[src/sv/galvo_xy2_interp_serializer_top_defines.svh]
// Assertion macros shared by the galvo serializer RTL.
`ifndef GALVO_XY2_INTERP_SERIALIZER_TOP_DEFINES_SVH
`define GALVO_XY2_INTERP_SERIALIZER_TOP_DEFINES_SVH

`ifndef SYNTHESIS
// Checked while out of reset.
`define GXY_ASSERT(lbl, prop) \
	lbl: assert property (@(posedge clk) disable iff (!arst_n) prop) \
		else $error("gxy: assertion failed");
// Checked at every edge, reset included.
`define GXY_ASSERT_ALWAYS(lbl, prop) \
	lbl: assert property (@(posedge clk) prop) \
		else $error("gxy: assertion failed");
`else
`define GXY_ASSERT(lbl, prop)
`define GXY_ASSERT_ALWAYS(lbl, prop)
`endif

`endif

[src/sv/gxy_pkg.sv]
package gxy_pkg;

	localparam int POS_W  = 16;
	localparam int PROD_W = 24;

	localparam logic [7:0]  RAMP_FRAMES_RST = 8'd10;
	localparam logic [15:0] STALE_LIMIT_RST = 16'd500;

	localparam logic REG_RAMP_FRAMES = 1'b0;
	localparam logic REG_STALE_LIMIT = 1'b1;

	localparam logic OP_TICK = 1'b0;
	localparam logic OP_SET  = 1'b1;

	typedef enum logic [1:0] {
		ST_IDLE,
		ST_DIV,
		ST_EMIT
	} gxy_state_t;

	typedef struct packed {
		logic        enabled;
		logic        stale;
		logic [15:0] seq;
		logic [15:0] count;
		logic [15:0] x;
		logic [15:0] y;
	} gxy_ser_cmd_t;

	typedef struct packed {
		logic             busy;
		logic [POS_W-1:0] pos;
	} gxy_div_stat_t;

	// Data bits followed by the even parity bit.
	function automatic logic [16:0] frame_core(input logic [15:0] data);
		return {data, ^data};
	endfunction

endpackage

[src/sv/gxy_rdiv.sv]
`include "galvo_xy2_interp_serializer_top_defines.svh"

module gxy_rdiv import gxy_pkg::*; (
	input  logic                    clk,
	input  logic                    arst_n,
	input  logic                    start,
	input  logic signed [POS_W-1:0] base,
	input  logic signed [POS_W-1:0] goal,
	input  logic [7:0]              k,
	input  logic [7:0]              n,
	output gxy_div_stat_t           stat
);
	localparam int CNT_W = $clog2(PROD_W);

	logic signed [POS_W:0] diff;
	logic [POS_W:0]        mag;
	logic                  mul_q;
	logic                  run_q;
	logic [CNT_W-1:0]      cnt_q;
	logic [POS_W-1:0]      mag_q;
	logic                  neg_q;
	logic [7:0]            k_q;
	logic [7:0]            n_q;
	logic [POS_W-1:0]      base_q;
	logic [PROD_W-1:0]     dq_q;
	logic [7:0]            rem_q;
	logic [8:0]            trial;
	logic                  fits;

	assign diff  = $signed({goal[POS_W-1], goal}) - $signed({base[POS_W-1], base});
	assign mag   = diff[POS_W] ? (POS_W + 1)'(-diff) : diff;
	assign trial = {rem_q, dq_q[PROD_W-1]};
	assign fits  = trial >= {1'b0, n_q};

	always_ff @(posedge clk or negedge arst_n) begin
		if (!arst_n) begin
			mul_q <= 1'b0;
			run_q <= 1'b0;
			cnt_q <= '0;
		end else if (start) begin
			mul_q <= 1'b1;
			run_q <= 1'b0;
		end else if (mul_q) begin
			mul_q <= 1'b0;
			run_q <= 1'b1;
			cnt_q <= '0;
		end else if (run_q) begin
			cnt_q <= cnt_q + CNT_W'(1);
			if (cnt_q == CNT_W'(PROD_W - 1)) begin
				run_q <= 1'b0;
			end
		end
	end

	// The product magnitude is divided one quotient bit per cycle, restoring form.
	always_ff @(posedge clk) begin
		if (start) begin
			mag_q  <= mag[POS_W-1:0];
			neg_q  <= diff[POS_W];
			k_q    <= k;
			n_q    <= n;
			base_q <= base;
		end else if (mul_q) begin
			dq_q  <= PROD_W'(mag_q) * PROD_W'(k_q);
			rem_q <= '0;
		end else if (run_q) begin
			rem_q <= fits ? 8'(trial - {1'b0, n_q}) : trial[7:0];
			dq_q  <= {dq_q[PROD_W-2:0], fits};
		end
	end

	// The quotient never exceeds the distance, so it fits the position width.
	assign stat.busy = mul_q | run_q;
	assign stat.pos  = neg_q ? base_q - dq_q[POS_W-1:0] : base_q + dq_q[POS_W-1:0];

	`GXY_ASSERT(a_one_phase, !(mul_q && run_q))

endmodule

[src/sv/gxy_ser.sv]
`include "galvo_xy2_interp_serializer_top_defines.svh"

module gxy_ser import gxy_pkg::*; #(
	parameter int FRAME_LEN = 20
) (
	input  logic         clk,
	input  logic         arst_n,
	input  logic         launch,
	input  gxy_ser_cmd_t cmd,
	output logic         ready,
	output logic         m_tvalid,
	input  logic         m_tready,
	output logic [39:0]  m_tdata,
	output logic         m_tuser,
	output logic         m_tlast
);
	localparam int REM_W = $clog2(FRAME_LEN + 1);

	logic [REM_W-1:0]     rem_q;
	logic [FRAME_LEN-1:0] xs_q;
	logic [FRAME_LEN-1:0] ys_q;
	logic                 en_q;
	logic                 stale_q;
	logic [15:0]          seq_q;
	logic [15:0]          cnt_q;
	logic                 m_tvalid_q;
	logic [39:0]          m_tdata_q;
	logic                 m_tuser_q;
	logic                 m_tlast_q;
	logic                 advance;
	logic                 shift;

	assign advance = !m_tvalid_q || m_tready;
	assign shift   = advance && (rem_q != '0);
	assign ready   = (rem_q == '0);

	always_ff @(posedge clk or negedge arst_n) begin
		if (!arst_n) begin
			rem_q      <= '0;
			m_tvalid_q <= 1'b0;
		end else begin
			if (launch) begin
				rem_q <= cmd.enabled ? REM_W'(FRAME_LEN) : REM_W'(1);
			end else if (shift) begin
				rem_q <= rem_q - REM_W'(1);
			end
			if (advance) begin
				m_tvalid_q <= (rem_q != '0);
			end
		end
	end

	// A disabled tick loads zeros and a single word, which comes out as the idle word.
	always_ff @(posedge clk) begin
		if (launch) begin
			xs_q    <= cmd.enabled ? FRAME_LEN'(frame_core(cmd.x)) : '0;
			ys_q    <= cmd.enabled ? FRAME_LEN'(frame_core(cmd.y)) : '0;
			en_q    <= cmd.enabled;
			stale_q <= cmd.stale;
			seq_q   <= cmd.seq;
			cnt_q   <= cmd.count;
		end else if (shift) begin
			xs_q <= {xs_q[FRAME_LEN-2:0], 1'b0};
			ys_q <= {ys_q[FRAME_LEN-2:0], 1'b0};
		end
		if (shift) begin
			m_tdata_q <= {4'b0, cnt_q, seq_q, stale_q, en_q,
				ys_q[FRAME_LEN-1], xs_q[FRAME_LEN-1]};
			m_tuser_q <= en_q;
			m_tlast_q <= (rem_q == REM_W'(1));
		end
	end

	assign m_tvalid = m_tvalid_q;
	assign m_tdata  = m_tdata_q;
	assign m_tuser  = m_tuser_q;
	assign m_tlast  = m_tlast_q;

	`GXY_ASSERT(a_idle_word_last, (m_tvalid_q && !m_tuser_q) |-> m_tlast_q)

endmodule

[src/sv/galvo_xy2_interp_serializer_top.sv]
// Set-target word: accepted while idle, no output.
// Tick word: while a ramp runs, one multiply, then a 24-step bit-serial divider
// per axis, precede the first output word; then FRAME_LEN words (or one idle word)
// leave from the serializer shift registers at one per cycle unless m_tready stalls.
// The next word is taken as soon as the frame is loaded, so ticks overlap with output.
// arst_n asynchronously resets control state; divider and shifter data are not reset.
`include "galvo_xy2_interp_serializer_top_defines.svh"

module galvo_xy2_interp_serializer_top import gxy_pkg::*; #(
	parameter int FRAME_LEN = 20
) (
	input  logic        clk,
	input  logic        arst_n,
	input  logic        s_tvalid,
	output logic        s_tready,
	input  logic [63:0] s_tdata,   // x_target, y_target, seq_number, ctrl_word
	input  logic        s_tuser,   // opcode
	output logic        m_tvalid,
	input  logic        m_tready,
	output logic [39:0] m_tdata,   // x_bit, y_bit, enabled_flag, stale_flag,
	                               // latest_sequence, frame_count, zero fill
	output logic        m_tuser,   // sync_level
	output logic        m_tlast,   // last_of_run
	input  logic        cfg_we,
	input  logic        cfg_index,
	input  logic [15:0] cfg_data
);
	gxy_state_t          state_q;
	gxy_state_t          state_d;
	logic [7:0]          ramp_frames_q;
	logic [15:0]         stale_limit_q;
	logic signed [15:0]  pos_x_q;
	logic signed [15:0]  pos_y_q;
	logic signed [15:0]  start_x_q;
	logic signed [15:0]  start_y_q;
	logic signed [15:0]  goal_x_q;
	logic signed [15:0]  goal_y_q;
	logic [15:0]         seq_q;
	logic [15:0]         ctrl_q;
	logic [7:0]          ramp_step_q;
	logic [15:0]         idle_ticks_q;
	logic [15:0]         tick_count_q;
	logic                status_enabled_q;
	logic                status_stale_q;

	logic                accept;
	logic                acc_tick;
	logic                acc_set;
	logic                ramp_active;
	logic                div_start;
	logic                div_done;
	logic                ser_launch;
	logic                ser_ready;
	logic                changed;
	logic [7:0]          k_next;
	gxy_div_stat_t       x_stat;
	gxy_div_stat_t       y_stat;
	gxy_ser_cmd_t        ser_cmd;

	assign accept      = s_tvalid && s_tready;
	assign acc_tick    = accept && (s_tuser == OP_TICK);
	assign acc_set     = accept && (s_tuser == OP_SET);
	assign ramp_active = ramp_step_q < ramp_frames_q;
	assign k_next      = ramp_step_q + 8'd1;
	assign changed     = (s_tdata[47:32] != seq_q) || (s_tdata[15:0] != goal_x_q)
		|| (s_tdata[31:16] != goal_y_q) || (s_tdata[63:48] != ctrl_q);

	always_ff @(posedge clk or negedge arst_n) begin
		if (!arst_n) begin
			state_q <= ST_IDLE;
		end else begin
			state_q <= state_d;
		end
	end

	always_comb begin
		state_d    = state_q;
		s_tready   = 1'b0;
		div_start  = 1'b0;
		div_done   = 1'b0;
		ser_launch = 1'b0;
		unique case (state_q)
			ST_IDLE: begin
				s_tready = 1'b1;
				if (s_tvalid && (s_tuser == OP_TICK)) begin
					div_start = ramp_active;
					state_d   = ramp_active ? ST_DIV : ST_EMIT;
				end
			end
			ST_DIV: begin
				if (!x_stat.busy) begin
					div_done = 1'b1;
					state_d  = ST_EMIT;
				end
			end
			ST_EMIT: begin
				if (ser_ready) begin
					ser_launch = 1'b1;
					state_d    = ST_IDLE;
				end
			end
			default: state_d = ST_IDLE;
		endcase
	end

	always_ff @(posedge clk or negedge arst_n) begin
		if (!arst_n) begin
			ramp_frames_q <= RAMP_FRAMES_RST;
			stale_limit_q <= STALE_LIMIT_RST;
		end else if (cfg_we) begin
			unique case (cfg_index)
				REG_RAMP_FRAMES: ramp_frames_q <= cfg_data[7:0];
				REG_STALE_LIMIT: stale_limit_q <= cfg_data;
				default: ;
			endcase
		end
	end

	always_ff @(posedge clk or negedge arst_n) begin
		if (!arst_n) begin
			pos_x_q          <= '0;
			pos_y_q          <= '0;
			start_x_q        <= '0;
			start_y_q        <= '0;
			goal_x_q         <= '0;
			goal_y_q         <= '0;
			seq_q            <= '0;
			ctrl_q           <= '0;
			ramp_step_q      <= RAMP_FRAMES_RST;
			idle_ticks_q     <= STALE_LIMIT_RST;
			tick_count_q     <= '0;
			status_enabled_q <= 1'b0;
			status_stale_q   <= 1'b1;
		end else begin
			if (acc_set && changed) begin
				start_x_q    <= pos_x_q;
				start_y_q    <= pos_y_q;
				goal_x_q     <= s_tdata[15:0];
				goal_y_q     <= s_tdata[31:16];
				seq_q        <= s_tdata[47:32];
				ctrl_q       <= s_tdata[63:48];
				idle_ticks_q <= '0;
				ramp_step_q  <= '0;
			end
			if (acc_tick) begin
				if (ramp_active) begin
					ramp_step_q <= k_next;
				end else begin
					pos_x_q <= goal_x_q;
					pos_y_q <= goal_y_q;
				end
				status_enabled_q <= ctrl_q[0];
				if (idle_ticks_q < stale_limit_q) begin
					idle_ticks_q   <= idle_ticks_q + 16'd1;
					status_stale_q <= 1'b0;
				end else begin
					status_stale_q <= 1'b1;
				end
				tick_count_q <= tick_count_q + 16'd1;
			end
			if (div_done) begin
				pos_x_q <= x_stat.pos;
				pos_y_q <= y_stat.pos;
			end
		end
	end

	gxy_rdiv u_div_x (
		.clk    (clk),
		.arst_n (arst_n),
		.start  (div_start),
		.base   (start_x_q),
		.goal   (goal_x_q),
		.k      (k_next),
		.n      (ramp_frames_q),
		.stat   (x_stat)
	);

	gxy_rdiv u_div_y (
		.clk    (clk),
		.arst_n (arst_n),
		.start  (div_start),
		.base   (start_y_q),
		.goal   (goal_y_q),
		.k      (k_next),
		.n      (ramp_frames_q),
		.stat   (y_stat)
	);

	assign ser_cmd.enabled = status_enabled_q;
	assign ser_cmd.stale   = status_stale_q;
	assign ser_cmd.seq     = seq_q;
	assign ser_cmd.count   = tick_count_q;
	assign ser_cmd.x       = pos_x_q;
	assign ser_cmd.y       = pos_y_q;

	gxy_ser #(
		.FRAME_LEN (FRAME_LEN)
	) u_ser (
		.clk      (clk),
		.arst_n   (arst_n),
		.launch   (ser_launch),
		.cmd      (ser_cmd),
		.ready    (ser_ready),
		.m_tvalid (m_tvalid),
		.m_tready (m_tready),
		.m_tdata  (m_tdata),
		.m_tuser  (m_tuser),
		.m_tlast  (m_tlast)
	);

	`GXY_ASSERT(a_div_runs, div_start |=> x_stat.busy)
	`GXY_ASSERT(a_tick_blocks, acc_tick |=> !s_tready)
	`GXY_ASSERT(a_axes_lockstep, x_stat.busy == y_stat.busy)

endmodule
[config.mk]
export PLATFORM = sky130hd
export DESIGN_NAME = galvo_xy2_interp_serializer_top
export DESIGN_NICKNAME = d
export VERILOG_FILES = /design/src/sv/gxy_pkg.sv /design/src/sv/gxy_rdiv.sv /design/src/sv/gxy_ser.sv /design/src/sv/galvo_xy2_interp_serializer_top.sv
export VERILOG_INCLUDE_DIRS = /design/src /design/src/sv
export SDC_FILE = /design/constraint.sdc
export NUM_CORES = 1
export LEC_CHECK = 0
export BUFFER_PORTS_ARGS = -buffer_cell sky130_fd_sc_hd__buf_2
export CORE_AREA = 5 5 334 336
export CTS_BUF_LIST = sky130_fd_sc_hd__clkbuf_4 sky130_fd_sc_hd__clkbuf_8
export DETAILED_ROUTE_END_ITERATION = 16
export DIE_AREA = 0 0 339 341
export GPL_TIMING_DRIVEN = 0
export PLACE_DENSITY = 0.46
export SLEW_MARGIN = 20
export SYNTH_ARGS = -nofsm -noshare
export SYNTH_HDL_FRONTEND = slang
export SYNTH_HIERARCHICAL = 1
export SYNTH_SLANG_ARGS = --single-unit
export TNS_END_PERCENT = 5
[constraint.sdc]
create_clock -name clk -period 9.7 [get_ports clk]
set_input_delay 0.97 -clock clk [delete_from_list [all_inputs] [get_ports clk]]
set_output_delay 0.97 -clock clk [all_outputs]
set_load 0.05 [all_outputs]
==> impl_metrics.env, run 1 <==
export IMPL_grt_overflow=0
export IMPL_skew_ns=0.0428
export IMPL_period_needed_ns=6.13
export IMPL_cts_tree="yes"
export IMPL_cp_max_fo=10
export IMPL_status="finished clean"
export IMPL_first_pass_iters=5
export IMPL_fin_setup_tns_ns=0
export IMPL_hold_class="primary input to asynchronous set/reset pin"
export IMPL_synth_warnings=6
export IMPL_cap_viol_max_count=0
export IMPL_syn_to_final_growth_pct=13.4
export IMPL_grt_pass1_vias=23400
export IMPL_dpl_hpwl_mm=69.1
export IMPL_die_h_um=341
export IMPL_port_buffers=126
export IMPL_setup_viol=0
export IMPL_detail_route_antenna_nets=0
export IMPL_synth_main_ff_cell="edfxtp_1"
export IMPL_insertion_delay_ns=0.71
export IMPL_slew_violations=0
export IMPL_cts_clk_slew_worst_paths_ns=0.06
export IMPL_die_w_um=339
export IMPL_rrSetupSlack_ns=3.57
export IMPL_worstMarginPinSlew_ns=0.845
export IMPL_cts_sinks=489
export IMPL_end_kind="register"
export IMPL_core_area_um2=108000
export IMPL_drt_iter0_markers=1139
export IMPL_rows=121
export IMPL_io_pins=131
export IMPL_syn_inst=3092
export IMPL_antenna_found_initial=14
export IMPL_layout_commonest_cell="inv_1"
export IMPL_synth_seq_cells=489
export IMPL_hold_buffers=0
export IMPL_fin_crit_sh_pct=63.2
export IMPL_synth_seq_area_share_pct=41.1
export IMPL_layout_drive_gt1_share_pct=15.3
export IMPL_dieArea_um2=116000
export IMPL_rsz0062_at_grt="false"
export IMPL_synth_edf_count=273
export IMPL_wl_per_cell_um=18.4
export IMPL_fin_nets=3772
export IMPL_num_vias=22400
export IMPL_gp_congestion=0.784
export IMPL_cts_buffers=84
export IMPL_cts_max_level=3
export IMPL_grt_pass1_wl_mm=139
export IMPL_root_buffer="clkbuf_8"
export IMPL_maxSlewHeadroom_pct=43.1
export IMPL_grt_max_degree=86
export IMPL_post_cts_resized=0
export IMPL_startpoint_type="register"
export IMPL_drc=0
export IMPL_cts_buffer_depth=3
export IMPL_grt_use_total_pct=15.3
export IMPL_layout_common_cells="inv_1 (367), edfxtp_1 (273), nand2_1 (247)"
export IMPL_syn_avg_cell_area_um2=10.7
export IMPL_fmax_mhz=163
export IMPL_hold_viol_final=0
export IMPL_worstSetupPathType="register to register"
export IMPL_synth_cell_types=99
export IMPL_routed_wl_mm=88.3
export IMPL_syn_area_um2=33100
export IMPL_cp_arrival_ns=6.63
export IMPL_cts_setup_buffers=0
export IMPL_async_flop_share_pct=44.2
export IMPL_start_util_pct=30.6
export IMPL_required_ns=10.19
export IMPL_via_per_inst=4.66
cell usage after synthesis, types with 21 or more instances:
| cell type | instances | area [um2] |
|---|---|---|
| inv_1 | 370 | 1390 |
| edfxtp_1 | 273 | 8200 |
| nand2_1 | 247 | 927 |
| and2_1 | 221 | 1380 |
| dfrtp_1 | 199 | 4980 |
| ha_1 | 199 | 2490 |
| fa_1 | 174 | 3480 |
| xnor2_1 | 147 | 1290 |
| mux2_2 | 137 | 1540 |
| o21ai_0 | 124 | 621 |
| nor2_1 | 116 | 435 |
| a21oi_1 | 111 | 556 |
| xor2_1 | 100 | 876 |
| nand3_1 | 81 | 405 |
| clkbuf_1 | 56 | 210 |
| nor3_1 | 50 | 250 |
| o211ai_1 | 36 | 270 |
| o21a_1 | 36 | 270 |
| a21o_1 | 31 | 233 |
| nor2b_1 | 29 | 181 |
| and3_1 | 24 | 150 |
| nand2b_1 | 22 | 138 |
| nor4_1 | 22 | 138 |
| nand4_1 | 21 | 131 |
routing by layer:
layer / vias to the layer above / track usage (%) / part of all wire, %
met5: - / 0 / 0.072
met4: 10 / 4.02 / 2.2
met3: 118 / 3.10 / 4.6
met2: 349 / 25.6 / 47
met1: 10900 / 20.3 / 46
li1: 11000 / - / -
registers in the layout, summed over array words and instances, names as in the netlist, 20 cells and up:
register / cells
u_div_y/dq_q: 24
u_ser/xs_q: 20
u_ser/m_tdata: 36
u_div_x/dq_q: 24
u_ser/ys_q: 20
logic make-up (layout without fill, tap and decap cells):
logic type               after synthesis  count (layout)  share of synthesized area [%]
other                                  1              11                         0.0113
XOR/XNOR                             251             251                           6.72
flip-flops                           489             489                           41.1
buffers and inverters                454             742                           5.64
multiplexers                         144             144                           4.87
adder cells (fa/ha/maj)              373             373                           18.0
AND/OR/NAND/NOR                      893             893                           14.0
AO/OA/AOI/OAI                        487             487                           9.66
final cells by class:
| class | instances | area, um2 |
|---|---|---|
| repair buffers | 131 | 763 |
| well taps | 1414 | 1770 |
| multi-input cells | 2152 | 17700 |
| diodes | 7 | 17.5 |
| fillers | 11000 | 70600 |
| plain buffers | 83 | 477 |
| flip-flops and latches | 489 | 13600 |
| clock inverters | 32 | 382 |
| inverters | 371 | 1400 |
| clock buffers | 125 | 1510 |
critical path, stage by stage (launching register included):
cell	delay (ns)
edfxtp_1	0.50
clkbuf_1	0.53
and2_1	0.23
fa_1	0.43
fa_1	0.48
fa_1	0.56
inv_1	0.07
fa_1	0.54
inv_1	0.05
ha_1	0.37
a211o_1	0.28
o31ai_1	0.48
a31oi_1	0.31
o2111ai_1	0.34
a21oi_1	0.14
o21a_1	0.20
o21a_1	0.16
o31ai_1	0.24
metrics by stage:
| step | area (um2) | hold WS [ns] | std cells | worst slack, ns | util [%] |
|---|---|---|---|---|---|
| after CTS | 37600 | 0.160 | 4797 | 3.51 | 34.7 |
| after global routing | 37600 | 0.214 | 4801 | 3.25 | 34.7 |
| after floorplan | 33200 | 0.400 | 3095 | 4.63 | - |
| after detailed placement | 35700 | 0.405 | 4640 | 3.53 | 33.0 |
| after global placement | 35600 | 0.402 | 4635 | 2.20 | 32.8 |
| final | 37600 | 0.208 | 4804 | 3.57 | 34.7 |
worst paths after layout:
check	cells past startpoint	endpoint	from
hold / removal	1	ramp_frames_q[2]	arst_n
setup reg to reg	17	u_div_x/dq_q[22]	u_div_x/k_q[2]
max in group asynchronous	2	seq_q[7]	arst_n
hold reg to reg	0	u_ser/m_tdata[31]	u_ser/cnt_q[11]
setup / recovery	17	u_div_x/dq_q[22]	u_div_x/k_q[2]
min in group clk	0	u_ser/m_tdata[31]	u_ser/cnt_q[11]
Power of run 1 is left out: the tool's default activity adds up to more than one toggle a clock period on the data nets, which glitch-free logic cannot reach.
==> run 2, diff against run 1 <==
--- a/config.mk
+++ b/config.mk
@@ -12,7 +12,7 @@
 export DETAILED_ROUTE_END_ITERATION = 16
 export DIE_AREA = 0 0 339 341
 export GPL_TIMING_DRIVEN = 0
-export PLACE_DENSITY = 0.46
+export PLACE_DENSITY = 0.48
 export SLEW_MARGIN = 20
 export SYNTH_ARGS = -nofsm -noshare
 export SYNTH_HDL_FRONTEND = slang
==> constraint.sdc (replaced) <==
create_clock -name clk -period 5.1 [get_ports clk]
set_input_delay 0.51 -clock clk [delete_from_list [all_inputs] [get_ports clk]]
set_output_delay 0.51 -clock clk [all_outputs]
set_load 0.05 [all_outputs]
==> run 2 against run 1 <==
  * Non-clock buffer count is 98 higher
  * Setup slack worse by 3.5 ns
  * First-iteration DRC count is 11% higher
==> impl_metrics.env, run 2 (same netlist as run 1, synthesis figures left out) <==
export IMPL_maxSlewHeadroom_pct=38.1
export IMPL_gp_congestion=0.821
export IMPL_grt_use_total_pct=15.3
export IMPL_dpl_hpwl_mm=68.4
export IMPL_drt_iter0_markers=1267
export IMPL_antenna_found_initial=6
export IMPL_regArea_um2=13600
export IMPL_cap_viol_max_count=0
export IMPL_drc=0
export IMPL_dp_cells=4640
export IMPL_start_util_pct=30.6
export IMPL_cpMostUsedCell="fa_1"
export IMPL_period_needed_ns=5.03
export IMPL_layout_commonest_cell="inv_1"
export IMPL_fmax_mhz=199
export IMPL_grt_max_degree=84
export IMPL_setup_viol=0
export IMPL_skew_ns=0.0349
export IMPL_cts_tree="yes"
export IMPL_first_pass_iters=5
export IMPL_num_vias=23100
export IMPL_cp_buffers_inverters=3
export IMPL_fin_ws_ns=0.0731
export IMPL_fin_nets=3872
export IMPL_grt_pass1_wl_mm=140
export IMPL_cts_clk_slew_worst_paths_ns=0.06
export IMPL_rsz0062_at_grt="true"
export IMPL_die_h_um=341
export IMPL_place_ws_ns=-1.03
export IMPL_fillers=10900
export IMPL_hold_class="primary input to register"
export IMPL_worstSetupPathType="register to register"
export IMPL_grt_overflow=0
export IMPL_via_per_inst=4.71
export IMPL_layout_drive_gt1_share_pct=18.4
export IMPL_cts_buffer_depth=3
export IMPL_largest_reg_flops=36
export IMPL_end_kind="register"
export IMPL_startpoint_type="register"
export IMPL_hold_viol_final=0
export IMPL_wl_per_cell_um=18.3
export IMPL_root_buffer="clkbuf_8"
export IMPL_die_w_um=339
export IMPL_cts_buffers=86
export IMPL_cts_max_level=3
export IMPL_cts_sinks=489
export IMPL_routed_wl_mm=89.6
export IMPL_dieArea_um2=116000
export IMPL_grt_pass1_vias=23500
export IMPL_cp_arrival_ns=5.53
export IMPL_core_area_um2=108000
export IMPL_syn_to_final_growth_pct=17.6
export IMPL_path_cells="buf_6, and2_4, fa_1, fa_1, fa_1, inv_2, fa_1, inv_2, ha_4, a211o_1, o31ai_4, a31oi_4, o2111ai_2, a21oi_2, o21a_1, o21a_1, o31ai_2"
export IMPL_slew_violations=0
export IMPL_slowest_stage="fa_1"
export IMPL_cp_slowest_stage_delay_ns=0.53
export IMPL_fin_crit_sh_pct=98.6
export IMPL_cp_max_fo=6
export IMPL_layoutNonFillerInstCount=4903
export IMPL_status="finished clean"
export IMPL_required_ns=5.61
export IMPL_layout_common_cells="inv_1 (363), edfxtp_1 (273), nand2_1 (246)"
export IMPL_final_core_util_pct=36.0
export IMPL_worstMarginPinSlew_ns=0.927
export IMPL_rows=121
export IMPL_port_buffers=126
export IMPL_multiInputGateArea_um2=18000
export IMPL_io_pins=131
export IMPL_detail_route_antenna_nets=0
export IMPL_insertion_delay_ns=0.71
export IMPL_crit_family="adder cells"
-- run 2: cell types whose count changed in the layout (fill, tap and decap cells not counted), moves of 10 or more --
cell | before | now
buf_4 | 6 | 54
clkbuf_1 | 56 | 44
ha_4 | 0 | 14
dlygate4sd3_1 | 0 | 41
buf_6 | 2 | 12
ha_1 | 199 | 182
-- run 2: timing repair --
action	4_1_cts	5_1_grt
gates resized for setup	59	66
setup endpoints to repair	27	19
pin swaps	11	53
buffers inserted	25	30
hold endpoints to repair	87	0
cloned	0	2
hold buffers	41	0
-- run 2: area by class of cell --
| cell class | instances | area share (%) |
|---|---|---|
| Sequential cell | 489 | 34.9 |
| Clock inverter | 31 | 0.834 |
| Tap cell | 1414 | 4.54 |
| Inverter | 371 | 3.58 |
| Clock buffer | 131 | 4.03 |
| Buffer | 83 | 1.46 |
| Timing Repair Buffer | 229 | 4.30 |
| Antenna cell | 3 | 0.0193 |
| Multi-Input combinational cell | 2152 | 46.3 |
-- run 2: through the flow --
| stage | cell area, um2 | setup TNS [ns] | hold WS (ns) |
|---|---|---|---|
| CTS | 38400 | -0.377 | 0.00108 |
| global placement | 35600 | -371.68 | 0.402 |
| finish | 39000 | 0 | 0.0622 |
| floorplan | 33200 | 0 | 0.214 |
| global route | 39000 | -0.718 | 0.0103 |
| detailed placement | 35700 | -13.41 | 0.405 |
-- run 2: final timing paths --
kind                                     endpoint  slack (ns)             from  depth (start not counted)
worst max-delay path             u_div_x/dq_q[22]        0.07   u_div_x/k_q[7]                         17
worst min-delay path             ramp_frames_q[6]        0.06      cfg_data[6]                          3
worst max register to register   u_div_x/dq_q[22]        0.07   u_div_x/k_q[7]                         17
worst min register to register  u_ser/m_tdata[14]        0.41  u_ser/seq_q[10]                          0
max in group asynchronous        u_div_x/cnt_q[3]        3.85           arst_n                          3
min in group asynchronous         idle_ticks_q[9]        0.38           arst_n                          2
-- run 2: per-layer routing --
metal / wire [um] / GRT usage [%]
met1: 40800 / 20.6
met2: 42400 / 25.6
met3: 4170 / 2.73
met4: 2250 / 4.14
met5: 42 / 0
-- run 2: tightest hold or removal path, stage by stage --
cell     delay, ns
buf_2         0.10
nand2_1       0.05
o21ai_0       0.06
Power of run 2 is left out for the same reason.
==> run 3, diff against run 2 <==
--- a/config.mk
+++ b/config.mk
@@ -13,6 +13,7 @@
 export DIE_AREA = 0 0 339 341
 export GPL_TIMING_DRIVEN = 0
 export PLACE_DENSITY = 0.48
+export RECOVER_POWER = 25
 export SLEW_MARGIN = 20
 export SYNTH_ARGS = -nofsm -noshare
 export SYNTH_HDL_FRONTEND = slang
==> run 3 against run 2 <==
  * The flow now finishes with violations (max-capacitance violations, max-slew violations)
  * Hold slack is essentially flat
  * Non-clock buffer count is the same
  * Die area did not move
  * Global-route usage did not move
  * Register-to-register slack about the same
  * Routed wire length is essentially flat
  * Cell area about the same
  * Clock skew is essentially flat
  * Maximum frequency about the same
  * Utilization about the same
  * Critical path type unchanged
  * Critical endpoint is now u_div_y/dq_q[23]
  * Highest routed layer unchanged
==> impl_metrics.env, run 3 (same netlist as run 1, synthesis figures left out) <==
export IMPL_gp_congestion=0.821
export IMPL_rr_worst_depth=17
export IMPL_layout_commonest_cell="inv_1"
export IMPL_path_cells="buf_4, clkbuf_16, and2_1, fa_1, fa_1, fa_1, inv_1, fa_1, inv_1, ha_4, and3_1, a2111oi_4, o31a_1, o21ai_2, o41ai_2, xnor2_1, a21oi_1"
export IMPL_grt_use_total_pct=15.3
export IMPL_grt_pass1_vias=23500
export IMPL_cpMostUsedCell="fa_1"
export IMPL_cp_num_cells=17
export IMPL_cp_arrival_ns=5.43
export IMPL_reg2reg_from="u_div_y/k_q[4]"
export IMPL_first_pass_iters=5
export IMPL_crit_family="adder cells"
export IMPL_fin_nets=3872
export IMPL_violations="max-capacitance violations, max-slew violations"
export IMPL_dpl_hpwl_mm=68.4
export IMPL_cp_slowest_stage_delay_ns=0.52
export IMPL_r2r_end="u_div_y/dq_q[23]"
export IMPL_dieArea_um2=116000
export IMPL_num_vias=23100
export IMPL_syn_to_final_growth_pct=17.6
export IMPL_slew_violations=59
export IMPL_largest_reg_flops=36
export IMPL_cp_max_fo=5
export IMPL_insertion_delay_ns=0.70
export IMPL_grt_max_degree=84
export IMPL_slowest_stage="fa_1"
export IMPL_hold_class="primary input to register"
export IMPL_wl_per_cell_um=18.3
export IMPL_fin_setup_tns_ns=0
export IMPL_cts_sinks=489
export IMPL_grt_overflow=0
export IMPL_cts_max_level=3
export IMPL_skew_ns=0.0346
export IMPL_cts_clk_slew_worst_paths_ns=0.06
export IMPL_fmax_mhz=199
export IMPL_endpoint="u_div_y/dq_q[23]"
export IMPL_period_needed_ns=5.03
export IMPL_cts_buffers=86
export IMPL_antenna_found_initial=6
export IMPL_start_util_pct=30.6
export IMPL_io_pins=131
export IMPL_required_ns=5.50
export IMPL_rrSetupSlack_ns=0.07
export IMPL_routed_wl_mm=89.6
export IMPL_grt_pass1_wl_mm=140
export IMPL_die_h_um=341
export IMPL_cp_buffers_inverters=4
export IMPL_setup_viol=0
export IMPL_rows=121
export IMPL_port_buffers=126
export IMPL_detail_route_antenna_nets=0
export IMPL_cap_viol_max_count=1
export IMPL_crit_start="u_div_y/k_q[4]"
export IMPL_status="finished with violations"
export IMPL_drc=0
export IMPL_cts_buffer_depth=3
export IMPL_fin_crit_sh_pct=98.6
export IMPL_worstSetupPathType="register to register"
export IMPL_die_w_um=339
export IMPL_core_area_um2=108000
export IMPL_maxSlewHeadroom_pct=-162
export IMPL_end_kind="register"
export IMPL_root_buffer="clkbuf_8"
export IMPL_startpoint_type="register"
export IMPL_via_per_inst=4.71
export IMPL_layout_common_cells="inv_1 (363), edfxtp_1 (273), nand2_1 (246)"
export IMPL_cts_tree="yes"
export IMPL_rsz0062_at_grt="true"
export IMPL_layout_drive_gt1_share_pct=18.3
export IMPL_drt_iter0_markers=1222
export IMPL_hold_viol_final=0
export IMPL_worstMarginPinSlew_ns=3.93
==> run 3: changes by cell type in the layout (fill, tap and decap cells not counted) <==
cell and change:
clkbuf_1 +3, dfstp_1 +3, dfstp_2 -3, buf_2 -2, buf_8 -1, diode_2 +1
==> run 3: how the worst min path moves through the flow <==
stage                     from  cells past startpoint                 to  slack, ns
2_1_floorplan           arst_n                      0          ctrl_q[0]       0.21
3_5_place_dp    u_ser/seq_q[8]                      0  u_ser/m_tdata[12]       0.40
6_report           cfg_data[6]                      3   ramp_frames_q[6]       0.06
5_1_grt            s_tdata[11]                      2       goal_x_q[11]       0.01
3_3_place_gp   u_ser/seq_q[15]                      0  u_ser/m_tdata[19]       0.40
4_1_cts            s_tdata[27]                      2       goal_y_q[11]      0.001
==> run 3: what timing repair did <==
action | CTS | global route
setup buffers | 25 | 30
gates resized for setup | 59 | 66
endpoints found under the setup margin | 27 | 19
pin swaps | 11 | 53
hold endpoints to repair | 87 | 0
cloned | 0 | 2
hold buffers | 41 | 0
==> run 3: worst register-to-register path, delay by kind of cell (launching register included) <==
family,cells,cell delay (ns)
adders and majority gates,5,2.22
AOI/OAI and AO/OA,5,1.14
buffers and inverters,4,0.49
DFF,1,0.38
and+or+nand+nor,2,0.35
xor gates and xnor gates,1,0.18
==> run 3: metrics by stage <==
stage / util, % / cell area, um2 / hold WS [ns] / instances / setup WS [ns]
2_1_floorplan: - / 33200 / 0.214 / 3095 / 0.0530
3_3_place_gp: 32.8 / 35600 / 0.402 / 4635 / -1.96
3_5_place_dp: 33.0 / 35700 / 0.405 / 4640 / -1.03
4_1_cts: 35.5 / 38400 / 0.00108 / 4868 / -0.104
5_1_grt: 36.0 / 39000 / 0.0103 / 4902 / -0.146
6_report: 36.0 / 39000 / 0.0619 / 4904 / 0.0722
==> run 3: area by class of cell <==
cell class / instances / area (um2)
Antenna cell: 4 / 10.0
Buffer: 83 / 571
Clock buffer: 131 / 1570
Clock inverter: 31 / 325
Fill cell: 10900 / 69300
Inverter: 371 / 1400
Multi-Input combinational cell: 2152 / 18000
Sequential cell: 489 / 13600
Tap cell: 1414 / 1770
Timing Repair Buffer: 229 / 1660
==> run 3: routing by layer <==
metal | vias to the layer above | routed length, um | global-route usage, % | part of all wire (%)
met5 | - | 42 | 0 | 0.047
met4 | 6 | 2220 | 4.14 | 2.5
met3 | 124 | 3880 | 2.73 | 4.3
met2 | 449 | 42400 | 25.6 | 47
met1 | 11300 | 41100 | 20.6 | 46
li1 | 11200 | - | - | -
Power of run 3 is left out for the same reason.
